--- config.mk ---
export PLATFORM = sky130hd
export DESIGN_NAME = audio_rms_peak_meter
export DESIGN_NICKNAME = d
export VERILOG_FILES = /design/src/hdl/arpm_pkg.sv /design/src/hdl/arpm_div.sv /design/src/hdl/arpm_sqrt.sv /design/src/hdl/audio_rms_peak_meter.sv
export VERILOG_INCLUDE_DIRS = /design/src /design/src/hdl
export SDC_FILE = /design/constraint.sdc
export NUM_CORES = 2
export LEC_CHECK = 0
export BUFFER_PORTS_ARGS = -buffer_cell sky130_fd_sc_hd__buf_2
export CAP_MARGIN = 20
export CORE_MARGIN = 2
export CORE_UTILIZATION = 55
export CTS_CLUSTER_DIAMETER = 40
export DETAILED_ROUTE_END_ITERATION = 10
export PLACE_DENSITY_LB_ADDON = 0.25
export SYNTH_ARGS = -nofsm -noshare
export SYNTH_HDL_FRONTEND = slang
export SYNTH_HIERARCHICAL = 1
export SYNTH_SLANG_ARGS = --single-unit
--- constraint.sdc ---
create_clock -name clk -period 10.6 [get_ports clk]
set_input_delay 2.12 -clock clk [delete_from_list [all_inputs] [get_ports clk]]
set_output_delay 2.12 -clock clk [all_outputs]
set_load 0.03 [all_outputs]
--- src/hdl/audio_rms_peak_meter_defines.svh ---
// Assertion macros shared by the level meter RTL.
// Included by the modules that carry concurrent assertions; no other dependencies.
`ifndef AUDIO_RMS_PEAK_METER_DEFINES_SVH
`define AUDIO_RMS_PEAK_METER_DEFINES_SVH

// The property holds at every clock edge outside reset.
`define ARPM_ASSERT_ALWAYS(label, clk, rst, prop) \
  label: assert property (@(posedge clk) disable iff (rst) (prop)) \
    else $error("audio_rms_peak_meter: invariant violated");

// The consequent holds in the same cycle as the antecedent.
`define ARPM_ASSERT_SAME(label, clk, rst, ante, cons) \
  label: assert property (@(posedge clk) disable iff (rst) (ante) |-> (cons)) \
    else $error("audio_rms_peak_meter: same-cycle check failed");

// The consequent holds in the cycle after the antecedent.
`define ARPM_ASSERT_NEXT(label, clk, rst, ante, cons) \
  label: assert property (@(posedge clk) disable iff (rst) (ante) |=> (cons)) \
    else $error("audio_rms_peak_meter: next-cycle check failed");

`endif

--- src/hdl/arpm_pkg.sv ---
// Package for the level meter: beat structs, fixed widths and constants.
// Used by arpm_sqrt, the top level and the testbench; depends on nothing.
`default_nettype none

package arpm_pkg;

  localparam int SAMPLE_W   = 16;
  localparam int PEAK_W     = 15;
  localparam int LEVEL_W    = 16;
  localparam int EPEAK_W    = 25;
  localparam int MEAN_W     = 31;
  localparam int RAD_W      = 32;
  localparam int ROOT_W     = 16;
  localparam int SQRT_STEPS = 16;
  localparam int GAIN_W     = 17;
  localparam int PROD_W     = 33;

  localparam logic [GAIN_W-1:0] VU_GAIN = 17'd117965;

  typedef struct packed {
    logic signed [SAMPLE_W-1:0] left_sample;
    logic signed [SAMPLE_W-1:0] right_sample;
    logic                       last_frame;
    logic                       restart;
  } frame_t;

  typedef struct packed {
    logic [LEVEL_W-1:0] left_level;
    logic [LEVEL_W-1:0] right_level;
    logic [PEAK_W-1:0]  peak_sample;
    logic [EPEAK_W-1:0] energy_peak;
  } level_t;

  function automatic logic [LEVEL_W-1:0] vu_round(input logic [PROD_W-1:0] p);
    logic [PROD_W:0] s;
    s = {1'b0, p} + (PROD_W+1)'(32768);
    return s[31:16];
  endfunction

endpackage

`default_nettype wire

--- src/hdl/arpm_div.sv ---
// Bit-serial restoring divider, one quotient bit per cycle.
// Depends on nothing; used by the level meter sequencer.
`default_nettype none

module arpm_div #(
  parameter int DVD_W = 43,
  parameter int DVS_W = 13
) (
  input  wire logic             clk,
  input  wire logic             rst,
  input  wire logic             start,
  input  wire logic [DVD_W-1:0] dividend,
  input  wire logic [DVS_W-1:0] divisor,
  output logic                  done,
  output logic      [DVD_W-1:0] quotient
);

  localparam int CNT_W = $clog2(DVD_W + 1);

  logic             busy;
  logic [CNT_W-1:0] cnt;
  logic [DVD_W-1:0] dvd;
  logic [DVS_W-1:0] dvs;
  logic [DVS_W-1:0] rem;
  logic [DVS_W:0]   shifted;
  logic             ge;

  assign shifted  = {rem, dvd[DVD_W-1]};
  assign ge       = shifted >= {1'b0, dvs};
  assign quotient = dvd;

  always_ff @(posedge clk) begin
    if (rst) begin
      busy <= 1'b0;
      done <= 1'b0;
      cnt  <= '0;
    end else begin
      done <= 1'b0;
      if (start) begin
        busy <= 1'b1;
        cnt  <= CNT_W'(DVD_W);
      end else if (busy) begin
        cnt <= cnt - 1'b1;
        if (cnt == CNT_W'(1)) begin
          busy <= 1'b0;
          done <= 1'b1;
        end
      end
    end
  end

  always_ff @(posedge clk) begin
    if (start) begin
      dvd <= dividend;
      dvs <= divisor;
      rem <= '0;
    end else if (busy) begin
      rem <= DVS_W'(ge ? shifted - {1'b0, dvs} : shifted);
      dvd <= {dvd[DVD_W-2:0], ge};
    end
  end

endmodule

`default_nettype wire

--- src/hdl/arpm_sqrt.sv ---
// Digit-by-digit integer square root, one root bit per cycle.
// Depends on arpm_pkg for the radicand and root widths.
`default_nettype none

module arpm_sqrt
  import arpm_pkg::*;
(
  input  wire logic              clk,
  input  wire logic              rst,
  input  wire logic              start,
  input  wire logic [RAD_W-1:0]  radicand,
  output logic                   done,
  output logic      [ROOT_W-1:0] root
);

  localparam int CNT_W = $clog2(SQRT_STEPS + 1);

  logic              busy;
  logic [CNT_W-1:0]  cnt;
  logic [RAD_W-1:0]  rad;
  logic [ROOT_W:0]   rem;
  logic [ROOT_W+2:0] rem_s;
  logic [ROOT_W+2:0] trial;
  logic              ge;

  assign rem_s = {rem, rad[RAD_W-1:RAD_W-2]};
  assign trial = {1'b0, root, 2'b01};
  assign ge    = rem_s >= trial;

  always_ff @(posedge clk) begin
    if (rst) begin
      busy <= 1'b0;
      done <= 1'b0;
      cnt  <= '0;
    end else begin
      done <= 1'b0;
      if (start) begin
        busy <= 1'b1;
        cnt  <= CNT_W'(SQRT_STEPS);
      end else if (busy) begin
        cnt <= cnt - 1'b1;
        if (cnt == CNT_W'(1)) begin
          busy <= 1'b0;
          done <= 1'b1;
        end
      end
    end
  end

  always_ff @(posedge clk) begin
    if (start) begin
      rad  <= radicand;
      rem  <= '0;
      root <= '0;
    end else if (busy) begin
      rem  <= (ROOT_W+1)'(ge ? rem_s - trial : rem_s);
      root <= {root[ROOT_W-2:0], ge};
      rad  <= {rad[RAD_W-3:0], 2'b00};
    end
  end

endmodule

`default_nettype wire

--- src/hdl/audio_rms_peak_meter.sv ---
// Top level of the block RMS and peak level meter: sequencer, shared multiplier, state.
// Depends on arpm_pkg, arpm_div, arpm_sqrt and audio_rms_peak_meter_defines.svh.
//
// Frames arrive on the frame channel (frame_valid, frame_stall, frame), one beat per
// frame holding the left and right samples, the last-frame mark and the restart flag.
// Results leave on the level channel (level_valid, level_stall, level), one beat for
// each frame marked last. The stereo_mode register is written over the cfg channel,
// which is always ready; it should only be changed while the meter is idle.
// A frame that does not end a block takes the meter through S_SQL, S_SQR and S_ACCR: the squares
// of both samples go one after the other through a single 16 by 17 bit multiplier.
// The last frame of a block then runs three divisions on a bit-serial divider of
// SUM_W = clog2(MAX_FRAMES) + 31 steps and two 16-step square roots.
// frame_stall is high whenever the sequencer is out of S_IDLE. The finished beat sits
// in an output register, so a stalled receiver holds up the meter only when a second
// result is ready before the first has been taken. Synchronous reset clears the sums,
// the frame count and both running peaks, drops any pending result and sets
// stereo_mode to 1.
`include "audio_rms_peak_meter_defines.svh"
`default_nettype none

module audio_rms_peak_meter
  import arpm_pkg::*;
#(
  parameter int MAX_FRAMES = 4096
) (
  input  wire logic   clk,
  input  wire logic   rst,
  input  wire logic   frame_valid,
  output logic        frame_stall,
  input  wire frame_t frame,
  output logic        level_valid,
  input  wire logic   level_stall,
  output level_t      level,
  input  wire logic   cfg_valid,
  output logic        cfg_ready,
  input  wire logic   stereo_mode
);

  localparam int CNT_W = $clog2(MAX_FRAMES + 1);
  localparam int SUM_W = $clog2(MAX_FRAMES) + 31;

  typedef enum logic [16:0] {
    S_IDLE   = 17'h00001,
    S_SQL    = 17'h00002,
    S_SQR    = 17'h00004,
    S_ACCR   = 17'h00008,
    S_DIVL   = 17'h00010,
    S_WDIVL  = 17'h00020,
    S_SQRTL  = 17'h00040,
    S_WSQRTL = 17'h00080,
    S_DIVR   = 17'h00100,
    S_WDIVR  = 17'h00200,
    S_SQRTR  = 17'h00400,
    S_WSQRTR = 17'h00800,
    S_DIVE   = 17'h01000,
    S_WDIVE  = 17'h02000,
    S_VUL    = 17'h04000,
    S_VUR    = 17'h08000,
    S_FIN    = 17'h10000
  } state_t;

  state_t state;
  state_t state_next;

  logic               stereo_sel;
  frame_t             item;
  logic               item_stereo;
  logic [SUM_W-1:0]   left_sum;
  logic [SUM_W-1:0]   right_sum;
  logic [CNT_W-1:0]   frames_seen;
  logic [PEAK_W-1:0]  running_peak;
  logic [EPEAK_W-1:0] energy_peak;
  logic [MEAN_W-1:0]  mean;
  logic [ROOT_W-1:0]  lrms;
  logic [ROOT_W-1:0]  rrms;
  logic [EPEAK_W-1:0] ep;
  logic [LEVEL_W-1:0] left_lvl;
  logic [PROD_W-1:0]  prod;

  logic               accept;
  logic               out_free;
  logic               counting;
  logic [PEAK_W-1:0]  peak_base;
  logic [PEAK_W-1:0]  peak_l;
  logic [PEAK_W-1:0]  peak_next;
  logic [SAMPLE_W-1:0] left_abs;
  logic [SAMPLE_W-1:0] right_abs;
  logic [SAMPLE_W-1:0] mul_a;
  logic [GAIN_W-1:0]  mul_b;
  logic [EPEAK_W-1:0] epeak_next;

  logic               div_start;
  logic               div_done;
  logic [SUM_W-1:0]   div_dividend;
  logic [CNT_W-1:0]   div_divisor;
  logic [SUM_W-1:0]   div_quotient;
  logic               sqrt_start;
  logic               sqrt_done;
  logic [ROOT_W-1:0]  sqrt_root;
  logic               div_waiting;
  logic               sqrt_waiting;

  assign frame_stall = (state != S_IDLE);
  assign accept      = frame_valid && !frame_stall;
  assign cfg_ready   = 1'b1;
  assign out_free    = !level_valid || !level_stall;
  assign counting    = frames_seen < CNT_W'(MAX_FRAMES);

  assign peak_base = frame.restart ? '0 : running_peak;
  assign peak_l    = (!frame.left_sample[SAMPLE_W-1] &&
                      frame.left_sample[PEAK_W-1:0] > peak_base) ?
                     frame.left_sample[PEAK_W-1:0] : peak_base;
  assign peak_next = (stereo_sel && !frame.right_sample[SAMPLE_W-1] &&
                      frame.right_sample[PEAK_W-1:0] > peak_l) ?
                     frame.right_sample[PEAK_W-1:0] : peak_l;

  assign left_abs  = item.left_sample[SAMPLE_W-1] ?
                     SAMPLE_W'(~item.left_sample + 1'b1) : SAMPLE_W'(item.left_sample);
  assign right_abs = item.right_sample[SAMPLE_W-1] ?
                     SAMPLE_W'(~item.right_sample + 1'b1) : SAMPLE_W'(item.right_sample);

  assign epeak_next = (ep > energy_peak) ? ep : energy_peak;

  always_comb begin
    case (state)
      S_SQL: begin
        mul_a = left_abs;
        mul_b = GAIN_W'(left_abs);
      end
      S_SQR: begin
        mul_a = right_abs;
        mul_b = GAIN_W'(right_abs);
      end
      S_VUL: begin
        mul_a = lrms;
        mul_b = VU_GAIN;
      end
      S_VUR: begin
        mul_a = rrms;
        mul_b = VU_GAIN;
      end
      default: begin
        mul_a = '0;
        mul_b = '0;
      end
    endcase
  end

  assign div_start    = (state == S_DIVL) || (state == S_DIVR) || (state == S_DIVE);
  assign div_divisor  = (frames_seen == '0) ? CNT_W'(1) : frames_seen;
  assign sqrt_start   = (state == S_SQRTL) || (state == S_SQRTR);
  assign div_waiting  = (state == S_WDIVL) || (state == S_WDIVR) || (state == S_WDIVE);
  assign sqrt_waiting = (state == S_WSQRTL) || (state == S_WSQRTR);

  always_comb begin
    case (state)
      S_DIVR:  div_dividend = right_sum;
      S_DIVE:  div_dividend = SUM_W'({lrms, 9'b0});
      default: div_dividend = left_sum;
    endcase
  end

  arpm_div #(
    .DVD_W (SUM_W),
    .DVS_W (CNT_W)
  ) u_div (
    .clk      (clk),
    .rst      (rst),
    .start    (div_start),
    .dividend (div_dividend),
    .divisor  (div_divisor),
    .done     (div_done),
    .quotient (div_quotient)
  );

  arpm_sqrt u_sqrt (
    .clk      (clk),
    .rst      (rst),
    .start    (sqrt_start),
    .radicand ({1'b0, mean}),
    .done     (sqrt_done),
    .root     (sqrt_root)
  );

  always_comb begin
    state_next = state;
    case (state)
      S_IDLE:   if (frame_valid) state_next = S_SQL;
      S_SQL:    state_next = S_SQR;
      S_SQR:    state_next = S_ACCR;
      S_ACCR:   state_next = item.last_frame ? S_DIVL : S_IDLE;
      S_DIVL:   state_next = S_WDIVL;
      S_WDIVL:  if (div_done) state_next = S_SQRTL;
      S_SQRTL:  state_next = S_WSQRTL;
      S_WSQRTL: if (sqrt_done) state_next = S_DIVR;
      S_DIVR:   state_next = S_WDIVR;
      S_WDIVR:  if (div_done) state_next = S_SQRTR;
      S_SQRTR:  state_next = S_WSQRTR;
      S_WSQRTR: if (sqrt_done) state_next = S_DIVE;
      S_DIVE:   state_next = S_WDIVE;
      S_WDIVE:  if (div_done) state_next = S_VUL;
      S_VUL:    state_next = S_VUR;
      S_VUR:    state_next = S_FIN;
      S_FIN:    if (out_free) state_next = S_IDLE;
      default:  state_next = S_IDLE;
    endcase
  end

  always_ff @(posedge clk) begin
    if (rst) begin
      state        <= S_IDLE;
      stereo_sel   <= 1'b1;
      left_sum     <= '0;
      right_sum    <= '0;
      frames_seen  <= '0;
      running_peak <= '0;
      energy_peak  <= '0;
      level_valid  <= 1'b0;
    end else begin
      state <= state_next;
      if (cfg_valid) begin
        stereo_sel <= stereo_mode;
      end
      if (state == S_FIN && out_free) begin
        level_valid <= 1'b1;
      end else if (!level_stall) begin
        level_valid <= 1'b0;
      end
      case (state)
        S_IDLE: begin
          if (accept) begin
            running_peak <= peak_next;
            if (frame.restart) begin
              energy_peak <= '0;
            end
          end
        end
        S_SQR: begin
          if (counting) begin
            left_sum <= left_sum + SUM_W'(prod);
          end
        end
        S_ACCR: begin
          if (counting) begin
            if (item_stereo) begin
              right_sum <= right_sum + SUM_W'(prod);
            end
            frames_seen <= CNT_W'(frames_seen + 1'b1);
          end
        end
        S_FIN: begin
          if (out_free) begin
            energy_peak <= epeak_next;
            left_sum    <= '0;
            right_sum   <= '0;
            frames_seen <= '0;
          end
        end
        default: begin
        end
      endcase
    end
  end

  always_ff @(posedge clk) begin
    if (accept) begin
      item        <= frame;
      item_stereo <= stereo_sel;
    end
    if (state == S_SQL || state == S_SQR || state == S_VUL || state == S_VUR) begin
      prod <= mul_a * mul_b;
    end
    if (state == S_WDIVL || state == S_WDIVR) begin
      mean <= div_quotient[MEAN_W-1:0];
    end
    if (state == S_WDIVE) begin
      ep <= div_quotient[EPEAK_W-1:0];
    end
    if (state == S_WSQRTL) begin
      lrms <= sqrt_root;
    end
    if (state == S_WSQRTR) begin
      rrms <= sqrt_root;
    end
    if (state == S_VUR) begin
      left_lvl <= vu_round(prod);
    end
    if (state == S_FIN && out_free) begin
      level.left_level  <= left_lvl;
      level.right_level <= item_stereo ? vu_round(prod) : '0;
      level.peak_sample <= running_peak;
      level.energy_peak <= epeak_next;
    end
  end

  `ARPM_ASSERT_NEXT(a_accept_starts, clk, rst, accept, state == S_SQL)
  `ARPM_ASSERT_ALWAYS(a_frames_bound, clk, rst, frames_seen <= CNT_W'(MAX_FRAMES))
  `ARPM_ASSERT_SAME(a_div_done_waited, clk, rst, div_done, div_waiting)
  `ARPM_ASSERT_SAME(a_sqrt_done_waited, clk, rst, sqrt_done, sqrt_waiting)
  `ARPM_ASSERT_NEXT(a_epeak_holds, clk, rst, !(accept && frame.restart), energy_peak >= $past(energy_peak))

endmodule

`default_nettype wire

Word level (Yosys, flattened, before mapping)
Index checks and enable logic that the tools add are counted.
Storage, ports and cells
  register bits: 550
  input port bits: 40
Cells by class
  add/subtract/negate cells: 10
  multiply operators: 1
  magnitude comparators: 6
  eq/ne operators: 33
  muxes and demuxes: 51
  bitwise operators: 4
  reductions and logical operators: 35
Operator list (count)
  case mux 17 bit (17 select lines): 1
  two-way mux 43 bit: 6
  case mux 43 bit (2 select lines): 3
  two-way mux 17 bit: 8
  two-way mux 25 bit: 4
  adder 43 x 33 -> 43 bit: 2
  case mux 16 bit (4 select lines): 1
  two-way mux 31 bit: 2
  case mux 17 bit (3 select lines): 1
  case mux 25 bit (2 select lines): 1
  two-way mux 15 bit: 3
  two-way mux 13 bit: 3
  multiplier 16 x 17 -> 33 bit: 1
  adder 16 x 1 -> 16 bit (second input constant): 2
  adder 32 x 16 -> 32 bit (second input constant): 1
  two-way mux 16 bit: 2
  NOT 16 bit: 2
  greater-than comparator 15 bit: 2
  case mux 13 bit (2 select lines): 1
  greater-than comparator 25 bit: 1
  >= comparator 19 x 18 -> 1 bit: 1
  == test 17 x 1 -> 1 bit (second input constant): 1
  == test 17 x 10 -> 1 bit (second input constant): 1
  == test 17 x 11 -> 1 bit (second input constant): 1
  41 further kinds: 89

Logic depth before layout (Yosys ltp)
  word-level depth: 7
  mapped depth: 32
  depth with buffers taken out: 31

Cells and area by module
The synthesis kept the hierarchy.
Modules (own cells, without submodules)
  audio_rms_peak_meter: instances 1, cells each 3048, area an instance 29440.7 µm², sequential area each 10460.0 µm²
  arpm_div: instances 1, cells each 322, area an instance 3961.3 µm², sequential area each 2102.0 µm²
  arpm_sqrt: instances 1, cells each 354, area an instance 3794.9 µm², sequential area each 1761.7 µm²

Worst setup path after synthesis
Ideal clock, no wire load.
  kind: reg-to-reg
  start: register state[9]
  end: register prod[32] (data pin)
  arrival: 8.202 ns
  required time: 10.339 ns
  path slack: 2.137 ns
  stages on the path, launching flop included: 32
  buffers on the path: 4
  clock period less this slack: 8.463 ns
  cell sequence: dfxtp_1 > buf_6 > or4_4 > or2_1 > buf_6 > nor4b_4 > buf_2 > buf_2 > a22oi_1 > nand2_1 > nand2_1 > fa_1 > inv_1 > fa_1 > inv_1 > fa_1 > inv_1 > fa_1 > fa_1 > inv_1 > fa_1 > inv_1 > ha_1 > nor2_1 > o311ai_0 > o32ai_1 > a21oi_1 > a221oi_1 > o21ai_0 > or4b_2 > o211ai_1 > xnor2_1
Between the ends
  cells in the longest elaborated chain, start to end: 4
RTL lines
  start: declaration: RTL line audio_rms_peak_meter.sv:62  | state_t state;
  start signal: assignment: RTL line audio_rms_peak_meter.sv:220  | state <= state_next;
  == test 17 x 15 -> 1 bit or == test 17 x 16 -> 1 bit (tied branches): RTL line audio_rms_peak_meter.sv:125  | case (state)
  OR reduction 2 bit (no line)
  case mux 17 bit (3 select lines): RTL line audio_rms_peak_meter.sv:125
  multiplier 16 x 17 -> 33 bit (*): RTL line audio_rms_peak_meter.sv:271  | prod <= mul_a * mul_b;
  end signal: assignment: RTL line audio_rms_peak_meter.sv:271
  end: declaration: RTL line audio_rms_peak_meter.sv:78  | logic [PROD_W-1:0] prod;
Every way passes the cells marked *; elsewhere a longest branch is shown, timed or not.
A chain may end at the register's enable or synchronous reset.

Worst setup path in the final report
  start: register state[14]
  end: register prod[32] (data pin)
Same word-level chain as after synthesis.

==> impl_metrics.ini <==
[timing]
grt_setup_unrepaired = false
post-route-min-period_ns = 9.67
min_period_over_period_pct = 91.3
max_slew.worst_pin.slew_ns = 1.03
timing.max_slew.rel_slack_pct = 31.1
clock.fmax_mhz = 103
timing.final.setup_violations = 0
finalSetupTns_ns = 0
timing.clock.skew_ns = 0.0317
drv_slew = 0
timing_hold_violations_final = 0
hold-worst-slack_ns = 0.414

[power]
power.density_cell_area_nw_per_um2 = 132
ir_worst_vdd_v = 0.000103
leakagePower_nw = 17.4

[logic_synthesis]
synth.cell_area_sq_um = 37200
synth.lib_cells_used.distinct = 106
yosysTopAreaCell = edfxtp_1
syn-mean-instance-area_sq_um = 9.99
netlist_instances = 3724
synth_seq_cells = 550
synth.top_cells.by_area = edfxtp_1, dfxtp_1, fa_1, ha_1, inv_1
synth-edff-count = 331
yosys_warnings = 6
synth_flop_cell = edfxtp_1
portion_of_the_post_synthesis_area_used_by_sequential_elements_pct = 38.5
share_of_yosys_cell_area_claimed_by_the_top_area_cell_type_pct = 26.7
synthArstFlopShare_pct = 0

[die]
die_width_um = 264
ioPinCount = 115
fp.coreArea_sq_um = 67000
rows = 95
die_area_sq_um = 69700
floorplan.die.height_um = 264
initial_core_util_pct = 55.5

[routing]
detail_route.drc_violations = 0
via_per_inst = 5.83
detailedRoute.firstPassIterationCount = 5
final_antenna_net_count = 0
dr_total_vias = 27700
route.final.wire_length_um = 94200
route.detailed.wl_per_inst_um = 19.8
initialDrtViolationCount = 2112

[setup_path]
r2r_slack_ns = 0.93
cp-startpoint = state[14]
crit_end = prod[32]
worst_path_max_delay_cell = o22ai_1
critical_path_class = register to register
critPathCaptureType = register
rr_startpoint = state[14]
timing.critical_path.slowest_cell_delay_ns = 0.88
worstRegToRegCells = 29
arrival_ns = 10.03
worst_setup_path_start_kind = register
critical_path.max_fanout = 15
cp_data_required_time_ns = 10.95
r2r-end = prod[32]

[place]
io_buffers = 113
hpwlAfterDp_um = 70900
routabilityCongestion = 0.966
detailed_place.area_sq_um = 38600

[cts]
cts_tree = built
numCtsBuffers = 82
ctsHtreeMaxLevel = 3
postCtsResizedCells = 0
clock_tree.buffer_depth = 3
clock_latency_of_the_later_clocked_register_in_the_worst_skew_pair_ns = 0.61
clock_sinks = 550
clock-root-buffer = clkbuf_16
cts_setup_buffers = 0
cts.reportedPaths.clkPinSlew_ns = 0.06
cts_hold_repair.buffers = 0

[global_route]
grt.total_usage_pct = 26.9
grt_start_max_net_pins = 83
grt_overflow = 0
grt_pass1_vias = 27000
antenna_found_initial = 1
grt_first_pass_wirelength_um = 148000

[run_status]
outcome = finished clean

[min_path]
worst_hold_path_type = register to register

[cells_and_area]
diodes = 0
seqCellArea_sq_um = 14300
flow.area_growth_from_synthesis_pct = 11.4
stdcell_area_sq_um = 41400
final_layout_size_suffix_gt1_share_pct = 11.9
multiInputGateArea_sq_um = 20800
num-fill-cells = 5637
fin_nets = 4323

[flow_run]
maxCapViolCount = 0
[critical path: cells and delay by family (launching register included)]
| kind | cells | cell delay [ns] |
|---|---|---|
| fa+ha+maj | 7 | 3.41 |
| simple gates | 9 | 2.73 |
| compound gates | 6 | 2.16 |
| buf+inv | 6 | 0.66 |
| flops | 1 | 0.34 |
| xor+xnor | 1 | 0.10 |
[how the worst min path moves through the flow]
| stage | start | slack [ns] | cells after the start | endpoint |
|---|---|---|---|---|
| after floorplan | left_lvl[0] | 0.40 | 0 | level[56] |
| after global placement | left_lvl[8] | 0.40 | 0 | level[64] |
| after detailed placement | left_lvl[9] | 0.40 | 0 | level[65] |
| after CTS | left_lvl[2] | 0.42 | 0 | level[58] |
| after global routing | left_lvl[7] | 0.42 | 0 | level[63] |
| final | left_lvl[2] | 0.41 | 0 | level[58] |
[per-layer routing]
layer	routed length [um]	track usage, %	vias up
met2	44300	44.1	887
met5	0	0	-
met1	40500	35.8	13400
li1	-	-	13200
met4	3570	10.7	0
met3	5800	4.18	194
[cell families (layout without fill, tap and decap cells)]
family,after synthesis,in the layout,synth area share (%)
AO/OA/AOI/OAI,760,760,13.7
XOR/XNOR,175,175,4.12
adder cells (fa/ha/maj),477,477,20.3
buffers and inverters,556,702,5.80
flip-flops,550,550,38.5
multiplexers,114,114,3.37
other,2,5,0.0202
AND/OR/NAND/NOR,1090,1090,14.1
[where the power goes]
group          switching (mW)  internal [mW]  leakage [nW]
clock network            1.04           1.76          1.39
registers              0.0345           2.29          4.74
logic                   0.211          0.133          11.3
[area by class of cell]
class / instances / share of cell area, %
flip-flops and latches: 550 / 34.6
multi-input cells: 2621 / 50.2
repair buffers: 153 / 2.10
inverters: 398 / 3.61
well taps: 873 / 2.64
clock buffers: 89 / 5.16
clock inverters: 62 / 1.77
[synth_stat cells (8+ instances only)]
library cell / count
nor4b_1: 8
ha_1: 266
buf_1: 10
mux2i_1: 24
dfxtp_1: 219
nor3b_1: 10
o211ai_1: 20
nand4_1: 33
clkbuf_1: 123
or3_1: 24
and2_1: 59
nand2_1: 385
o21a_1: 17
xnor2_1: 90
o21ai_0: 170
a22oi_1: 35
and3_1: 24
fa_1: 211
o22ai_1: 13
a31oi_1: 13
nand2b_1: 45
o31ai_1: 22
nor2_1: 258
mux2_2: 90
or4_1: 10
nor2b_1: 24
a21o_1: 70
a22o_1: 66
a211oi_1: 31
edfxtp_1: 331
nor4_1: 10
or2_2: 18
a21oi_1: 183
nand3_1: 84
o21bai_1: 12
nor3_1: 53
a311oi_1: 8
inv_1: 395
buf_2: 18
xor2_1: 85
[metrics by stage]
step,util (%),setup WS [ns],instances,total power [mW]
final,61.8,0.927,4746,5.47
after floorplan,-,2.14,3727,2.60
after detailed placement,57.5,1.00,4594,2.70
after CTS,61.8,0.974,4745,5.51
after global routing,61.8,0.439,4746,5.65
after global placement,57.5,1.23,4593,2.70
[cells in the final DEF, fill, tap and decap left out, types with 10 or more instances in the layout]
cell       Yosys  layout
nand2b_1      45      45
and3_1        24      24
clkinv_4       0      10
a22o_1        66      66
nor3_1        53      51
xor2_1        85      85
edfxtp_1     331     331
and2_1        59      59
or3_1         24      24
o31ai_1       22      22
buf_2         18     112
o211ai_1      20      20
nand2_1      385     383
xnor2_1       90      90
o21ai_0      170     170
nor3b_1       10      10
buf_4          1      40
or4_1         10      10
nor2_1       258     257
dfxtp_1      219     218
mux2_2        90      90
clkbuf_16      0      84
o21bai_1      12      12
a21o_1        70      70
ha_1         266     266
inv_1        395     394
fa_1         211     211
o22ai_1       13      13
nand4_1       33      33
a211oi_1      31      31
bufinv_16      0      11
nor2b_1       24      24
o21a_1        17      17
mux2i_1       24      24
a22oi_1       35      35
or2_2         18      18
a31oi_1       13      12
inv_6          0      10
nand3_1       84      84
a21oi_1      183     182
[state kept, by name, summed over array words and instances, names as in the netlist, 15 cells and up]
name	cells
ep	25
running_peak	15
right_sum	43
u_sqrt/rem	17
lrms	16
u_div/quotient	43
state	17
u_sqrt/root	16
level	72
mean	31
u_sqrt/rad	32
rrms	16
prod	33
left_lvl	16
energy_peak	25
left_sum	43
item	33
No activity file was read; power rests on OpenSTA's default activity.
